`src/rtl/ltqc_pkg.sv`:
```
// Shared types, constants and helpers for the line tokenizer.
// Used by every module of the line_tokenizer_quotes_comments block.
`default_nettype none

package ltqc_pkg;

  // Line and token limits
  localparam int unsigned MaxTokenCount = 16;
  localparam int unsigned LineLength    = 1024;

  // Field widths
  localparam int unsigned CharW  = 8;
  localparam int unsigned NumW   = 5;
  localparam int unsigned StartW = 10;
  localparam int unsigned LenW   = 11;
  localparam int unsigned PosW   = 11;   // holds 0..LineLength

  // Character codes
  localparam logic [CharW-1:0] CharNul       = 8'h00;
  localparam logic [CharW-1:0] CharNewline   = 8'h0A;
  localparam logic [CharW-1:0] CharSpace     = 8'h20;
  localparam logic [CharW-1:0] CharQuote     = 8'h22;
  localparam logic [CharW-1:0] CharBackslash = 8'h5C;
  localparam logic [CharW-1:0] CharZ         = 8'h7A;

  // Result kinds
  localparam logic KindToken   = 1'b0;
  localparam logic KindLineEnd = 1'b1;

  // Register map (word index on the APB port)
  localparam int unsigned AddrW = 4;
  localparam logic [1:0] RegCommentFirst  = 2'd0;
  localparam logic [1:0] RegCommentSecond = 2'd1;
  localparam logic [1:0] RegPrefixLength  = 2'd2;

  localparam logic [CharW-1:0] ResetCommentChar = 8'd59;
  localparam logic [1:0]       ResetPrefixLength = 2'd1;

  // Result queue
  localparam int unsigned ResQDepth = 4;
  localparam int unsigned ResQPtrW  = $clog2(ResQDepth);
  localparam int unsigned ResQCntW  = $clog2(ResQDepth + 1);

  typedef struct packed {
    logic [CharW-1:0] first;
    logic [CharW-1:0] second;
    logic [1:0]       plen;
  } cfg_t;

  typedef struct packed {
    logic [CharW-1:0]  prev;
    logic [PosW-1:0]   pos;
    logic [StartW-1:0] start;
    logic [NumW-1:0]   tokens;
    logic              quote;
    logic              esc;
    logic              skip;
    logic              limit;
    logic              cmnt;
  } st_t;

  typedef struct packed {
    logic              kind;
    logic [NumW-1:0]   num;
    logic [StartW-1:0] start;
    logic [LenW-1:0]   len;
    logic              last;
  } res_t;

  // Token start saturates one below the line length
  function automatic logic [StartW-1:0] sat_start(input logic [PosW-1:0] p);
    if (p > PosW'(LineLength - 1)) begin
      return StartW'(LineLength - 1);
    end else begin
      return p[StartW-1:0];
    end
  endfunction

endpackage

`default_nettype wire

```
`src/rtl/line_tokenizer_quotes_comments.sv`:
```
// Top level of the streaming line tokenizer: input register, line state,
// APB registers and result queue. Depends on ltqc_pkg, ltqc_step, ltqc_resq.
//
// Usage:
//   Characters of a line arrive on the input channel (in_valid_i/in_ready_o,
//   character_i), one per transfer. Each token is reported on the output
//   channel as kind 0 with its index, start position and raw length; a NUL
//   or newline closes the line with a kind 1 result carrying the token count.
//   last_of_run_o marks the final result caused by one character.
//   A character accepted into the input register is processed from there by
//   the step logic, and its results are written into the result queue, whose
//   head is the registered output. Throughput is one character per clock
//   while the four-entry result queue has room for two results; the step
//   logic runs only then, so characters that give two results can hold the
//   input once the queue has filled.
//   When the receiver stalls, results collect in the queue and then the
//   input register holds its character and in_ready_o drops.
//   Reset clears the line state, the queue and the registers to their
//   defaults (';' prefix, length one). The user must write the registers
//   over APB only while the block is idle; the block does not enforce this.
`default_nettype none

module line_tokenizer_quotes_comments (
  input  logic                            clk_i,
  input  logic                            rst_ni,
  input  logic                            in_valid_i,
  output logic                            in_ready_o,
  input  logic [ltqc_pkg::CharW-1:0]      character_i,
  output logic                            out_valid_o,
  input  logic                            out_ready_i,
  output logic                            kind_o,
  output logic [ltqc_pkg::NumW-1:0]       token_number_o,
  output logic [ltqc_pkg::StartW-1:0]     token_start_o,
  output logic [ltqc_pkg::LenW-1:0]       token_length_o,
  output logic                            last_of_run_o,
  input  logic                            psel,
  input  logic                            penable,
  input  logic                            pwrite,
  input  logic [ltqc_pkg::AddrW-1:0]      paddr,
  input  logic [31:0]                     pwdata,
  output logic [31:0]                     prdata,
  output logic                            pready
);

  ltqc_pkg::cfg_t                    cfg_q;
  ltqc_pkg::st_t                     st_q, st_d;
  logic                              in_valid_q;
  logic [ltqc_pkg::CharW-1:0]        char_q;
  logic [ltqc_pkg::CharW-1:0]        head0_q, head1_q;
  logic                              head0_we, head1_we;
  ltqc_pkg::res_t                    res0, res1, head;
  logic [1:0]                        res_cnt;
  logic [1:0]                        push_cnt;
  logic [ltqc_pkg::ResQCntW-1:0]     q_cnt;
  logic                              step_fire;
  logic                              pop;
  logic                              cfg_wr;
  logic [1:0]                        reg_idx;

  // ---------------- configuration port ----------------
  assign pready  = 1'b1;
  assign cfg_wr  = psel && penable && pwrite;
  assign reg_idx = paddr[3:2];

  always_ff @(posedge clk_i or negedge rst_ni) begin
    if (!rst_ni) begin
      cfg_q.first  <= ltqc_pkg::ResetCommentChar;
      cfg_q.second <= ltqc_pkg::ResetCommentChar;
      cfg_q.plen   <= ltqc_pkg::ResetPrefixLength;
    end else if (cfg_wr) begin
      case (reg_idx)
        ltqc_pkg::RegCommentFirst:  cfg_q.first  <= pwdata[7:0];
        ltqc_pkg::RegCommentSecond: cfg_q.second <= pwdata[7:0];
        ltqc_pkg::RegPrefixLength:  cfg_q.plen   <= pwdata[1:0];
        default: ;
      endcase
    end
  end

  always_comb begin
    case (reg_idx)
      ltqc_pkg::RegCommentFirst:  prdata = {24'd0, cfg_q.first};
      ltqc_pkg::RegCommentSecond: prdata = {24'd0, cfg_q.second};
      ltqc_pkg::RegPrefixLength:  prdata = {30'd0, cfg_q.plen};
      default:                    prdata = '0;
    endcase
  end

  // ---------------- input register ----------------
  // step only when the queue can absorb two results
  assign step_fire  = in_valid_q && (q_cnt <= ltqc_pkg::ResQCntW'(ltqc_pkg::ResQDepth - 2));
  assign in_ready_o = !in_valid_q || step_fire;

  always_ff @(posedge clk_i or negedge rst_ni) begin
    if (!rst_ni) begin
      in_valid_q <= 1'b0;
    end else if (in_valid_i && in_ready_o) begin
      in_valid_q <= 1'b1;
    end else if (step_fire) begin
      in_valid_q <= 1'b0;
    end
  end

  always_ff @(posedge clk_i) begin
    if (in_valid_i && in_ready_o) char_q <= character_i;
  end

  // ---------------- line state ----------------
  ltqc_step u_step (
    .cfg_i      (cfg_q),
    .st_i       (st_q),
    .head0_i    (head0_q),
    .head1_i    (head1_q),
    .char_i     (char_q),
    .st_o       (st_d),
    .head0_we_o (head0_we),
    .head1_we_o (head1_we),
    .res0_o     (res0),
    .res1_o     (res1),
    .res_cnt_o  (res_cnt)
  );

  always_ff @(posedge clk_i or negedge rst_ni) begin
    if (!rst_ni) begin
      st_q <= '0;
    end else if (step_fire) begin
      st_q <= st_d;
    end
  end

  always_ff @(posedge clk_i) begin
    if (step_fire && head0_we) head0_q <= char_q;
    if (step_fire && head1_we) head1_q <= char_q;
  end

  // ---------------- result queue ----------------
  assign push_cnt = step_fire ? res_cnt : 2'd0;
  assign pop      = out_valid_o && out_ready_i;

  ltqc_resq u_resq (
    .clk_i      (clk_i),
    .rst_ni     (rst_ni),
    .push_cnt_i (push_cnt),
    .push0_i    (res0),
    .push1_i    (res1),
    .pop_i      (pop),
    .valid_o    (out_valid_o),
    .head_o     (head),
    .cnt_o      (q_cnt)
  );

  assign kind_o         = head.kind;
  assign token_number_o = head.num;
  assign token_start_o  = head.start;
  assign token_length_o = head.len;
  assign last_of_run_o  = head.last;

endmodule

`default_nettype wire

```
`src/rtl/ltqc_step.sv`:
```
// Per-character tokenizer logic: next line state, head byte writes and up
// to two results. Purely combinational; depends on ltqc_pkg.
`default_nettype none

module ltqc_step (
  input  ltqc_pkg::cfg_t                 cfg_i,
  input  ltqc_pkg::st_t                  st_i,
  input  logic [ltqc_pkg::CharW-1:0]     head0_i,
  input  logic [ltqc_pkg::CharW-1:0]     head1_i,
  input  logic [ltqc_pkg::CharW-1:0]     char_i,
  output ltqc_pkg::st_t                  st_o,
  output logic                           head0_we_o,
  output logic                           head1_we_o,
  output ltqc_pkg::res_t                 res0_o,
  output ltqc_pkg::res_t                 res1_o,
  output logic [1:0]                     res_cnt_o
);

  logic                             term;
  logic [ltqc_pkg::CharW-1:0]       cur;
  logic                             adv;
  logic                             tok_emit;
  logic                             le_emit;
  logic                             sep;
  logic                             end_hit;
  logic [ltqc_pkg::LenW-1:0]        len;
  logic [1:0]                       k;
  logic                             is_cmt;
  ltqc_pkg::res_t                   tok_res;
  ltqc_pkg::res_t                   le_res;
  ltqc_pkg::st_t                    st_n;

  assign term = (char_i == ltqc_pkg::CharNul) || (char_i == ltqc_pkg::CharNewline);
  assign cur  = (st_i.esc && !term) ? ltqc_pkg::CharZ : char_i;

  // Effective prefix length; a zero byte cuts the prefix short
  always_comb begin
    k = cfg_i.plen;
    if (k == 2'd0) k = 2'd1;
    if (k == 2'd3) k = 2'd2;
    if (cfg_i.first == ltqc_pkg::CharNul) begin
      k = 2'd0;
    end else if (k == 2'd2 && cfg_i.second == ltqc_pkg::CharNul) begin
      k = 2'd1;
    end
  end

  assign len = (st_i.pos >= ltqc_pkg::PosW'(st_i.start))
             ? st_i.pos - ltqc_pkg::PosW'(st_i.start) : '0;

  assign is_cmt = (len >= ltqc_pkg::LenW'(k))
               && ((k < 2'd1) || (head0_i == cfg_i.first))
               && ((k < 2'd2) || (head1_i == cfg_i.second));

  assign sep     = !st_i.quote && (cur == ltqc_pkg::CharSpace);
  assign end_hit = (sep || cur == ltqc_pkg::CharQuote || term)
                && (st_i.quote || st_i.prev != ltqc_pkg::CharSpace);

  always_comb begin
    st_n     = st_i;
    adv      = 1'b0;
    tok_emit = 1'b0;
    le_emit  = 1'b0;

    if (st_i.limit || st_i.skip) begin
      if (term) begin
        le_emit = 1'b1;
      end else if (st_i.skip) begin
        st_n.skip = 1'b0;
        adv       = 1'b1;
      end
    end else begin
      if (st_i.prev == ltqc_pkg::CharNul) begin
        if (!term && cur != ltqc_pkg::CharSpace) begin
          st_n.start = ltqc_pkg::sat_start(st_i.pos);
        end
      end else if (end_hit) begin
        if (!st_i.cmnt) begin
          if (is_cmt) begin
            st_n.cmnt = 1'b1;
          end else begin
            tok_emit    = 1'b1;
            st_n.tokens = st_i.tokens + 1'b1;
            if (st_n.tokens >= ltqc_pkg::NumW'(ltqc_pkg::MaxTokenCount)) begin
              st_n.limit = 1'b1;
            end
          end
        end
        // closing quote: the following character is dropped
        if (st_i.quote && !term) st_n.skip = 1'b1;
        st_n.quote = 1'b0;
      end else if (!st_i.quote && cur != ltqc_pkg::CharSpace
                   && st_i.prev == ltqc_pkg::CharSpace) begin
        if (cur == ltqc_pkg::CharQuote) begin
          st_n.quote = 1'b1;
          st_n.start = ltqc_pkg::sat_start(st_i.pos + 1'b1);
        end else begin
          st_n.start = ltqc_pkg::sat_start(st_i.pos);
        end
      end
      if (term) begin
        le_emit = 1'b1;
      end else begin
        adv = 1'b1;
      end
    end
  end

  always_comb begin
    tok_res       = '0;
    tok_res.kind  = ltqc_pkg::KindToken;
    tok_res.num   = st_i.tokens;
    tok_res.start = st_i.start;
    tok_res.len   = len;
    tok_res.last  = !term;

    le_res        = '0;
    le_res.kind   = ltqc_pkg::KindLineEnd;
    le_res.num    = st_n.tokens;
    le_res.last   = 1'b1;
  end

  always_comb begin
    st_o       = st_n;
    head0_we_o = 1'b0;
    head1_we_o = 1'b0;
    if (le_emit) begin
      st_o = '0;
    end else if (adv) begin
      head0_we_o = (st_i.pos == ltqc_pkg::PosW'(st_n.start));
      head1_we_o = (st_i.pos == ltqc_pkg::PosW'(st_n.start) + 1'b1);
      st_o.prev  = cur;
      st_o.esc   = (cur == ltqc_pkg::CharBackslash);
      if (st_i.pos < ltqc_pkg::PosW'(ltqc_pkg::LineLength)) begin
        st_o.pos = st_i.pos + 1'b1;
      end
    end
  end

  always_comb begin
    res0_o    = '0;
    res1_o    = '0;
    res_cnt_o = 2'd0;
    if (tok_emit) begin
      res0_o = tok_res;
      if (le_emit) begin
        res1_o    = le_res;
        res_cnt_o = 2'd2;
      end else begin
        res_cnt_o = 2'd1;
      end
    end else if (le_emit) begin
      res0_o    = le_res;
      res_cnt_o = 2'd1;
    end
  end

endmodule

`default_nettype wire

```
`src/rtl/ltqc_resq.sv`:
```
// Small result queue: takes up to two results a cycle, hands out one.
// Its head entry is the registered output; depends on ltqc_pkg.
`default_nettype none

module ltqc_resq (
  input  logic                              clk_i,
  input  logic                              rst_ni,
  input  logic [1:0]                        push_cnt_i,
  input  ltqc_pkg::res_t                    push0_i,
  input  ltqc_pkg::res_t                    push1_i,
  input  logic                              pop_i,
  output logic                              valid_o,
  output ltqc_pkg::res_t                    head_o,
  output logic [ltqc_pkg::ResQCntW-1:0]     cnt_o
);

  ltqc_pkg::res_t                    mem_q [ltqc_pkg::ResQDepth];
  logic [ltqc_pkg::ResQPtrW-1:0]     wr_q, wr_d, rd_q, rd_d;
  logic [ltqc_pkg::ResQCntW-1:0]     cnt_q, cnt_d;
  logic [ltqc_pkg::ResQPtrW-1:0]     wr1;

  assign valid_o = (cnt_q != '0);
  assign head_o  = mem_q[rd_q];
  assign cnt_o   = cnt_q;
  assign wr1     = wr_q + 1'b1;

  assign wr_d  = wr_q + ltqc_pkg::ResQPtrW'(push_cnt_i);
  assign rd_d  = rd_q + ltqc_pkg::ResQPtrW'(pop_i);
  assign cnt_d = cnt_q + ltqc_pkg::ResQCntW'(push_cnt_i) - ltqc_pkg::ResQCntW'(pop_i);

  always_ff @(posedge clk_i) begin
    if (push_cnt_i != 2'd0) mem_q[wr_q] <= push0_i;
    if (push_cnt_i == 2'd2) mem_q[wr1]  <= push1_i;
  end

  always_ff @(posedge clk_i or negedge rst_ni) begin
    if (!rst_ni) begin
      wr_q  <= '0;
      rd_q  <= '0;
      cnt_q <= '0;
    end else begin
      wr_q  <= wr_d;
      rd_q  <= rd_d;
      cnt_q <= cnt_d;
    end
  end

endmodule

`default_nettype wire

```
`config.mk`:
```
export PLATFORM = sky130hd
export DESIGN_NAME = line_tokenizer_quotes_comments
export DESIGN_NICKNAME = d
export VERILOG_FILES = /design/src/rtl/ltqc_pkg.sv /design/src/rtl/line_tokenizer_quotes_comments.sv /design/src/rtl/ltqc_step.sv /design/src/rtl/ltqc_resq.sv
export SDC_FILE = /design/constraint.sdc
export NUM_CORES = 1
export LEC_CHECK = 0
export ABC_CLOCK_PERIOD_IN_PS = 8800
export BUFFER_PORTS_ARGS = -buffer_cell sky130_fd_sc_hd__buf_2
export CORE_UTILIZATION = 60
export CTS_BUF_LIST = sky130_fd_sc_hd__clkbuf_16
export DETAILED_ROUTE_END_ITERATION = 8
export HOLD_SLACK_MARGIN = 0.03
export PLACE_DENSITY_LB_ADDON = 0.25
export SYNTH_ARGS = -nofsm -noshare
export SYNTH_HDL_FRONTEND = slang
export SYNTH_HIERARCHICAL = 1
export SYNTH_SLANG_ARGS = --single-unit
```
`constraint.sdc`:
```
create_clock -name clk_i -period 8.8 [get_ports clk_i]
set_input_delay 0.88 -clock clk_i [delete_from_list [all_inputs] [get_ports clk_i]]
set_output_delay 0.88 -clock clk_i [all_outputs]
set_load 0.01 [all_outputs]
```
Yosys cells after proc, flatten, opt, wreduce, memory -nomap -nowiden:

Memory sizes are Yosys's and may differ from the RTL's.
Index checks and enable logic that the tools add are counted.

* order comparisons: 9
* shifts and indexed selects: 0
* eq/ne operators: 22
* $add $sub $neg: 9
* muxes and demuxes: 66
* reduce and logical (&&, ||, !) cells: 54
* bitwise operators: 0
* div/mod/pow operators: 0
* multiply operators: 0

Operator list (number)
* two-way mux 28 bit: 3
* two-way mux 10 bit: 7
* two-way mux 19 bit: 2
* logical NOT 8 bit: 4
* two-way mux 1 bit: 32
* two-way mux 16 bit: 2
* == test 8 x 6 -> 1 bit, second input constant: 3
* one-hot mux 8 bit (3 select lines): 1
* > comparator 11 x 10 -> 1 bit, second input constant: 2
* two-way mux 11 bit: 2
* two-way mux 2 bit: 9
* logical AND 1 bit: 17
* == test 8 bit: 2
* != test 8 x 6 -> 1 bit, second input constant: 2
* two-way mux 5 bit: 3
* nonzero test 3 bit: 5
* nonzero test 2 bit: 6
* adder 10 x 1 -> 11 bit, second input constant: 1
* adder 11 x 1 -> 11 bit, second input constant: 1
* == test 11 x 10 -> 1 bit: 1
* == test 11 bit: 1
* greater-or-equal comparator 11 x 10 -> 1 bit: 1
* greater-or-equal comparator 11 x 2 -> 1 bit: 1
* < comparator 11 bit, second input constant: 1
* other kinds (30): 51

* memory bits (read-only): 0
* bits in writable memories: 112
* memories kept: 1
* register bits after elaboration: 89
* latch bits: 0

Memory list
* u_resq.mem_q: words 4, width 28, read ports 1, clocked after Yosys merged registers in 0, write ports 2, line ltqc_resq.sv:17 `ltqc_pkg::res_t mem_q [ltqc_pkg::ResQDepth];`

Longest topological paths before layout:

Gate-level depths: netlist (run 1).

* depth after elaboration: 22
* depth in mapped cells: 27
* gate-level depth less buffers: 25

Modules after synthesis:

The synthesis (run 1) kept the hierarchy.

Modules (own cells, without submodules)
* ltqc_resq: cells each 308, area each 5974.5 um2, times used 1
* line_tokenizer_quotes_comments: cells each 205, area each 3357.0 um2, times used 1
* ltqc_step: cells each 493, area each 3204.3 um2, times used 1

Worst setup path after synthesis (run 1):

No wires, ideal clock.

* path type: flip-flop to flip-flop
* start: register st_q[21] in the netlist's numbering
* end: memory u_resq/mem_q[0][0] in the netlist's numbering (enable)
* clock period less this slack: 7427 ps
* stages on the path, launching flop included: 23
* slack: 1373 ps
* arrival: 6975 ps
* library setup time: 452 ps
* cells stage by stage: dfrtp_1 ha_1 nor2b_1 o21a_1 o21a_1 o2111ai_1 a21boi_0 or2_2 and2_1 ha_1 a21oi_1 nand2_1 nor4_1 o211ai_1 a2111oi_2 inv_1 clkbuf_1 ha_1 inv_1 buf_4 and3_1 o21bai_1 o21ai_0

RTL lines
* start: declaration: line line_tokenizer_quotes_comments.sv:46 `ltqc_pkg::st_t st_q, st_d;`
* start signal: assignment: line line_tokenizer_quotes_comments.sv:127 `st_q <= st_d;`
* end: declaration: line ltqc_resq.sv:17

==> flow_summary.json, run 1 <==
{
  "crit_path_end_kind": "register",
  "worst_slew_pin_slew_ns": 1.129,
  "total_power_mw": 3.431,
  "cap_violations": 0,
  "syn_inst": 1006,
  "syn_area_per_cell_um2": 12.46,
  "switching_share": 0.3394,
  "gp_congestion": 0.9102,
  "grt_remaining_overflow": 0,
  "fin_util": 0.6629,
  "required_ns": 9.05,
  "nFillCells": 1571,
  "rows": 52,
  "vdd_ir_drop_max_v": 0.0001961,
  "synth.cell_area_mm2": 0.01254,
  "wl_um": 25650,
  "track_usage": 0.2407,
  "crit_family": "simple AND/OR/NAND/NOR gates",
  "yosysMostFrequentCell": "edfxtp_1",
  "worstSetupStartpointType": "register",
  "fin_crit_ns": 7.215,
  "antenna_found_initial": 0,
  "firstDrtPassIters": 5,
  "grt_max_degree": 66,
  "num_vias": 7914,
  "diodes": 0,
  "num_io_pins": 114,
  "path_class": "reg2reg",
  "synth_edf_count": 136,
  "cp_cell_sequence": "ha_1 -> nor2b_1 -> o21a_1 -> o21a_1 -> o2111ai_1 -> a21boi_0 -> or2_2 -> and2_1 -> ha_1 -> a21oi_1 -> nand2_1 -> nor4_1 -> o211ai_1 -> a2111oi_4 -> buf_4 -> inv_1 -> ha_1 -> inv_1 -> and3_1 -> and4bb_1 -> buf_4 -> mux2_2",
  "start_util": 0.6156,
  "drive_gt1_frac": 0.3286,
  "slowest_delay_ns": 0.85,
  "cp.arrival_ns": 7.47,
  "post-cts-setup-buffer-count": 0,
  "power_frac_clock": 0.266,
  "cts_tree": "yes",
  "routedWlPerCell_um": 19.21,
  "combinationalPowerShare": 0.351,
  "hold_class": "reg2reg",
  "status": "completed",
  "drc": 0,
  "path_common_cell": "ha_1",
  "synth_cell_type_count": 94,
  "clock_sinks": 201,
  "area_delta_synth_final_pct": 7.685,
  "seq_area_frac_synth": 0.4566,
  "async_flop_share": 0.3234,
  "crit_fanout": 18,
  "slew_violations": 0,
  "crit_start": "st_q[21]$_DFFE_PN0P_",
  "port_buffers": 62,
  "finClkSkew_ns": 0.01483,
  "max_freq_mhz": 138.6,
  "rsz0062_at_grt": "false",
  "fin_hold_ws_ns": 0.5177,
  "synth_seq_cells": 201,
  "coreArea_mm2": 0.02036,
  "drtAntennaViolNets": 0,
  "r2r_start": "st_q[21]$_DFFE_PN0P_",
  "hold_viol": 0,
  "synth_warnings": 6,
  "cts_buffers": 22,
  "place_hpwl_um": 16910,
  "die_h_um": 146.5,
  "synth_area_leader_cell": "edfxtp_1",
  "period_share": 0.8199,
  "htreeDepth": 1,
  "cts_hold_buf": 0,
  "synthFlopType": "edfxtp_1",
  "fin_nets": 1127,
  "die-area_mm2": 0.02148,
  "clk_latency_ns": 0.51,
  "clkTransAtPathRegs_ns": 0.06,
  "power_density_mw_per_mm2": 254.2,
  "postCtsResizedCells": 0,
  "grt_pass1_vias": 7782,
  "synth_common_cells": "edfxtp_1, mux2_2, nor2_1, buf_4, dfrtp_1",
  "cp_slowest_cell": "and4bb_1",
  "via_per_inst": 5.928,
  "hp-start": "u_resq/cnt_o[2]$_DFF_PN0_",
  "synth_top_cell_area_share": 0.3258,
  "synth.area.top_cells": "edfxtp_1, mux2_2, dfrtp_1, mux4_2, mux2_4",
  "cts_root_buf": "clkbuf_16",
  "sequentialPowerShare": 0.383,
  "clockBufferDepth": 3,
  "tns_ns": 0,
  "worst-path-buf-inv": 4,
  "finalSetupViolations": 0,
  "leakage_nw": 5.501,
  "die_w_um": 146.5,
  "first_iter_violations": 407,
  "grt_pass1_wl_um": 40920,
  "switchingPower_mw": 1.165,
  "internal-power_mw": 2.267,
  "maxSlewHeadroom": 0.2475
}
cell families after synthesis:
| kind of cell | share of synthesized area |
|---|---|
| XOR/XNOR | 0.03913 |
| AO/OA/AOI/OAI | 0.06827 |
| adder cells (fa/ha/maj) | 0.02715 |
| multiplexers | 0.2244 |
| buffers and inverters | 0.06607 |
| flip-flops | 0.4566 |
| other | 0.0008982 |
| AND/OR/NAND/NOR | 0.1175 |
stage by stage:
stage	setup WS [ns]	cells	area (um^2)
2_1_floorplan	1.373	1049	12700
3_3_place_gp	1.900	1296	12780
3_5_place_dp	1.755	1296	12780
4_1_cts	1.643	1335	13500
5_1_grt	1.333	1335	13500
6_report	1.585	1335	13500
path summary, 6_finish.rpt:
check	endpoint	slack [ns]	cells after the start
min in group asynchronous	cfg_q[9]$_DFFE_PN0P_	0.56	2
max reg2reg	u_resq/mem_q[2][11]$_DFFE_PP_	1.58	22
max in group asynchronous	u_resq/rd_q[0]$_DFF_PN0_	7.65	2
max	u_resq/mem_q[2][11]$_DFFE_PP_	1.58	22
min	u_resq/cnt_o[2]$_DFF_PN0_	0.52	1
min reg2reg	u_resq/cnt_o[2]$_DFF_PN0_	0.52	1
power by group through the flow:
stage | Sequential [mW] | Clock [mW] | Combinational (mW)
2_1_floorplan | 1.22 | 0 | 1.02
3_3_place_gp | 1.33 | 0 | 1.18
3_5_place_dp | 1.34 | 0 | 1.19
4_1_cts | 1.32 | 0.930 | 1.20
5_1_grt | 1.34 | 0.967 | 1.31
6_report | 1.32 | 0.912 | 1.20
sequential cells by signal, indices dropped and copies added, names as in the netlist:
register / cells
head1_q: 8
u_resq/mem_q: 112
head0_q: 8
char_q: 8
cfg_q: 18
in_valid_q: 1
u_resq/wr_q: 2
st_q: 39
u_resq/rd_q: 2
u_resq/cnt_o: 3
layout make-up:
cell class              instances  area [um^2]  share of cell area
multi-input cells             717         6183              0.4581
flip-flops and latches        201         5725              0.4241
clock buffers                  22        550.5             0.04078
repair buffers                 75        407.9             0.03022
well taps                     270        337.8             0.02503
clock inverters                17        170.2             0.01261
inverters                      33        123.9            0.009176
routing by layer:
metal / share of wire / vias up / global-route usage
li1: - / 3740 / -
met1: 0.45 / 3918 / 0.3270
met2: 0.49 / 210 / 0.4105
met3: 0.039 / 46 / 0.02813
met4: 0.023 / 0 / 0.06406
met5: 0 / - / 0
layout by cell type (no fill, tap or decap), drive strengths merged, types with 8 or more instances in the layout:
| master | n |
|---|---|
| o21ai | 24 |
| buf | 75 |
| xor2 | 24 |
| or2 | 8 |
| mux2 | 171 |
| mux2i | 11 |
| mux4 | 28 |
| clkbuf | 22 |
| nand2b | 10 |
| nor2b | 15 |
| and3 | 12 |
| nand2 | 32 |
| ha | 24 |
| and2 | 8 |
| nor3 | 25 |
| dfstp | 11 |
| nand3 | 16 |
| xnor2 | 32 |
| nor2 | 78 |
| a21oi | 31 |
| edfxtp | 136 |
| nand4 | 11 |
| nor4 | 11 |
| dfrtp | 54 |
| nand3b | 9 |
| conb | 46 |
| inv | 39 |
Note: power is estimated with default switching activity, not from simulation.
==> run 2: changes to the inputs <==
--- a/config.mk
+++ b/config.mk
@@ -5,9 +5,9 @@
 export SDC_FILE = /design/constraint.sdc
 export NUM_CORES = 1
 export LEC_CHECK = 0
-export ABC_CLOCK_PERIOD_IN_PS = 8800
+export ABC_CLOCK_PERIOD_IN_PS = 6300
 export BUFFER_PORTS_ARGS = -buffer_cell sky130_fd_sc_hd__buf_2
-export CORE_UTILIZATION = 60
+export CORE_UTILIZATION = 55
 export CTS_BUF_LIST = sky130_fd_sc_hd__clkbuf_16
 export DETAILED_ROUTE_END_ITERATION = 8
 export HOLD_SLACK_MARGIN = 0.03
==> constraint.sdc (replaced) <==
create_clock -name clk_i -period 6.3 [get_ports clk_i]
set_input_delay 0.63 -clock clk_i [delete_from_list [all_inputs] [get_ports clk_i]]
set_output_delay 0.63 -clock clk_i [all_outputs]
set_load 0.01 [all_outputs]
==> flow_summary.json, run 2 (synthesis results as in run 1) <==
{
  "drtAntennaViolNets": 0,
  "period_share": 0.9382,
  "power_density_mw_per_mm2": 354.3,
  "die_h_um": 153.0,
  "num_io_pins": 114,
  "post-cts-setup-buffer-count": 0,
  "finalSetupViolations": 0,
  "maxSlewHeadroom": 0.2788,
  "worst_slew_pin_slew_ns": 1.078,
  "cts_root_buf": "clkbuf_16",
  "rsz0062_at_grt": "false",
  "slew_violations": 0,
  "place_ws_ns": 0.3321,
  "cts_tree": "yes",
  "track_usage": 0.2260,
  "drc": 0,
  "cap_violations": 0,
  "postCtsResizedCells": 0,
  "dpl_cell_area_mm2": 0.01292,
  "clk_latency_ns": 0.52,
  "leakage_nw": 5.586,
  "fin_nets": 1140,
  "start_util": 0.5674,
  "hold_viol": 0,
  "coreArea_mm2": 0.02209,
  "num_vias": 7958,
  "vdd_ir_drop_max_v": 0.0002511,
  "finClkSkew_ns": 0.01568,
  "wl_um": 26110,
  "antenna_found_initial": 0,
  "diodes": 0,
  "crit_fanout": 28,
  "largest_reg_flops": 112,
  "drive_gt1_frac": 0.3352,
  "largest_registers": "u_resq/mem_q (112), st_q (39), cfg_q (18)",
  "clock_sinks": 201,
  "grt_max_degree": 66,
  "fin_util": 0.6188,
  "via_per_inst": 5.851,
  "first_iter_violations": 482,
  "die_w_um": 153.0,
  "hold_class": "in2reg",
  "most-common-layout-cells": "edfxtp_1, mux2_2, nor2_1, buf_2, dfrtp_1",
  "top_register": "u_resq/mem_q",
  "path_class": "reg2reg",
  "cts_buffers": 23,
  "layout_setup_ws_ns": 0.3891,
  "htreeDepth": 1,
  "cp_cell_sequence": "inv_1 -> ha_1 -> nor2b_1 -> o21a_1 -> o21a_1 -> o2111ai_1 -> a21boi_0 -> or2_2 -> and2_1 -> ha_1 -> a21oi_1 -> nand2_1 -> nor4_1 -> o211ai_1 -> a2111oi_4 -> inv_1 -> ha_1 -> inv_1 -> and3_1 -> nand4b_1 -> buf_6 -> mux2_2",
  "design_area_mm2": 0.01367,
  "required_ns": 6.57,
  "fin_hold_ws_ns": 0.2926,
  "area_delta_synth_final_pct": 9.053,
  "tns_ns": 0,
  "cp_slowest_cell": "dfrtp_1",
  "place_hpwl_um": 17490,
  "gp_congestion": 0.9199,
  "status": "completed",
  "clockBufferDepth": 3,
  "die-area_mm2": 0.02340,
  "grt_remaining_overflow": 0,
  "grt_pass1_wl_um": 41780,
  "grt_pass1_vias": 7741,
  "rows": 54,
  "port_buffers": 62,
  "worstSetupStartpointType": "register",
  "clkTransAtPathRegs_ns": 0.06,
  "cp.arrival_ns": 6.18,
  "max_freq_mhz": 169.2,
  "firstDrtPassIters": 5,
  "slowest_delay_ns": 0.48,
  "crit_path_end_kind": "register",
  "cts_hold_buf": 0,
  "layout_commonest_cell": "edfxtp_1",
  "routedWlPerCell_um": 19.19,
  "fin_crit_ns": 5.911
}
## run 2: power by group
part           leakage, nW  internal [mW]  switching [mW]
sequential            2.17           1.57           0.246
clock                0.385          0.788           0.527
combinational         3.04          0.848           0.861
total                 5.59           3.21            1.63
## run 2: routing by layer
layer / vias to the layer above / global-route usage / wire (um)
li1: 3773 / - / -
met1: 3915 / 0.3003 / 11680
met2: 224 / 0.3908 / 12750
met3: 46 / 0.02750 / 1101
met4: 0 / 0.06301 / 578
met5: - / 0 / 0
## run 2: metrics by stage
step / cells / power (mW)
2_1_floorplan: 1049 / 3.134
3_3_place_gp: 1318 / 3.534
3_5_place_dp: 1318 / 3.559
4_1_cts: 1360 / 4.883
5_1_grt: 1360 / 5.119
6_report: 1360 / 4.844
## run 2: path summary, 6_finish.rpt
kind | slack [ns] | start | depth (start not counted) | endpoint
worst max-delay path | 0.39 | st_q[20]$_DFFE_PN0P_ | 22 | u_resq/mem_q[0][0]$_DFFE_PP_
worst min-delay path | 0.29 | character_i[1] | 1 | char_q[1]$_DFFE_PP_
worst max register to register | 0.39 | st_q[20]$_DFFE_PN0P_ | 22 | u_resq/mem_q[0][0]$_DFFE_PP_
worst min register to register | 0.54 | u_resq/cnt_o[2]$_DFF_PN0_ | 1 | u_resq/cnt_o[2]$_DFF_PN0_
max in group asynchronous | 5.40 | rst_ni | 2 | u_resq/rd_q[0]$_DFF_PN0_
min in group asynchronous | 0.30 | rst_ni | 2 | cfg_q[17]$_DFFE_PN0P_
## run 2: final cells by class
type	instances	area (um^2)
fillers	1785	8423
multi-input cells	717	6183
flip-flops and latches	201	5725
clock buffers	23	575.6
repair buffers	87	539.3
well taps	280	350.3
clock inverters	19	172.7
inverters	33	123.9
## run 2: worst max-delay path: cells and delay by family, from the launching register on
family	cells	cell delay, ns
mux	1	0.38
fa+ha+maj	3	0.80
buf+inv	4	0.82
compound gates	7	1.65
simple gates	7	1.54
flops	1	0.48
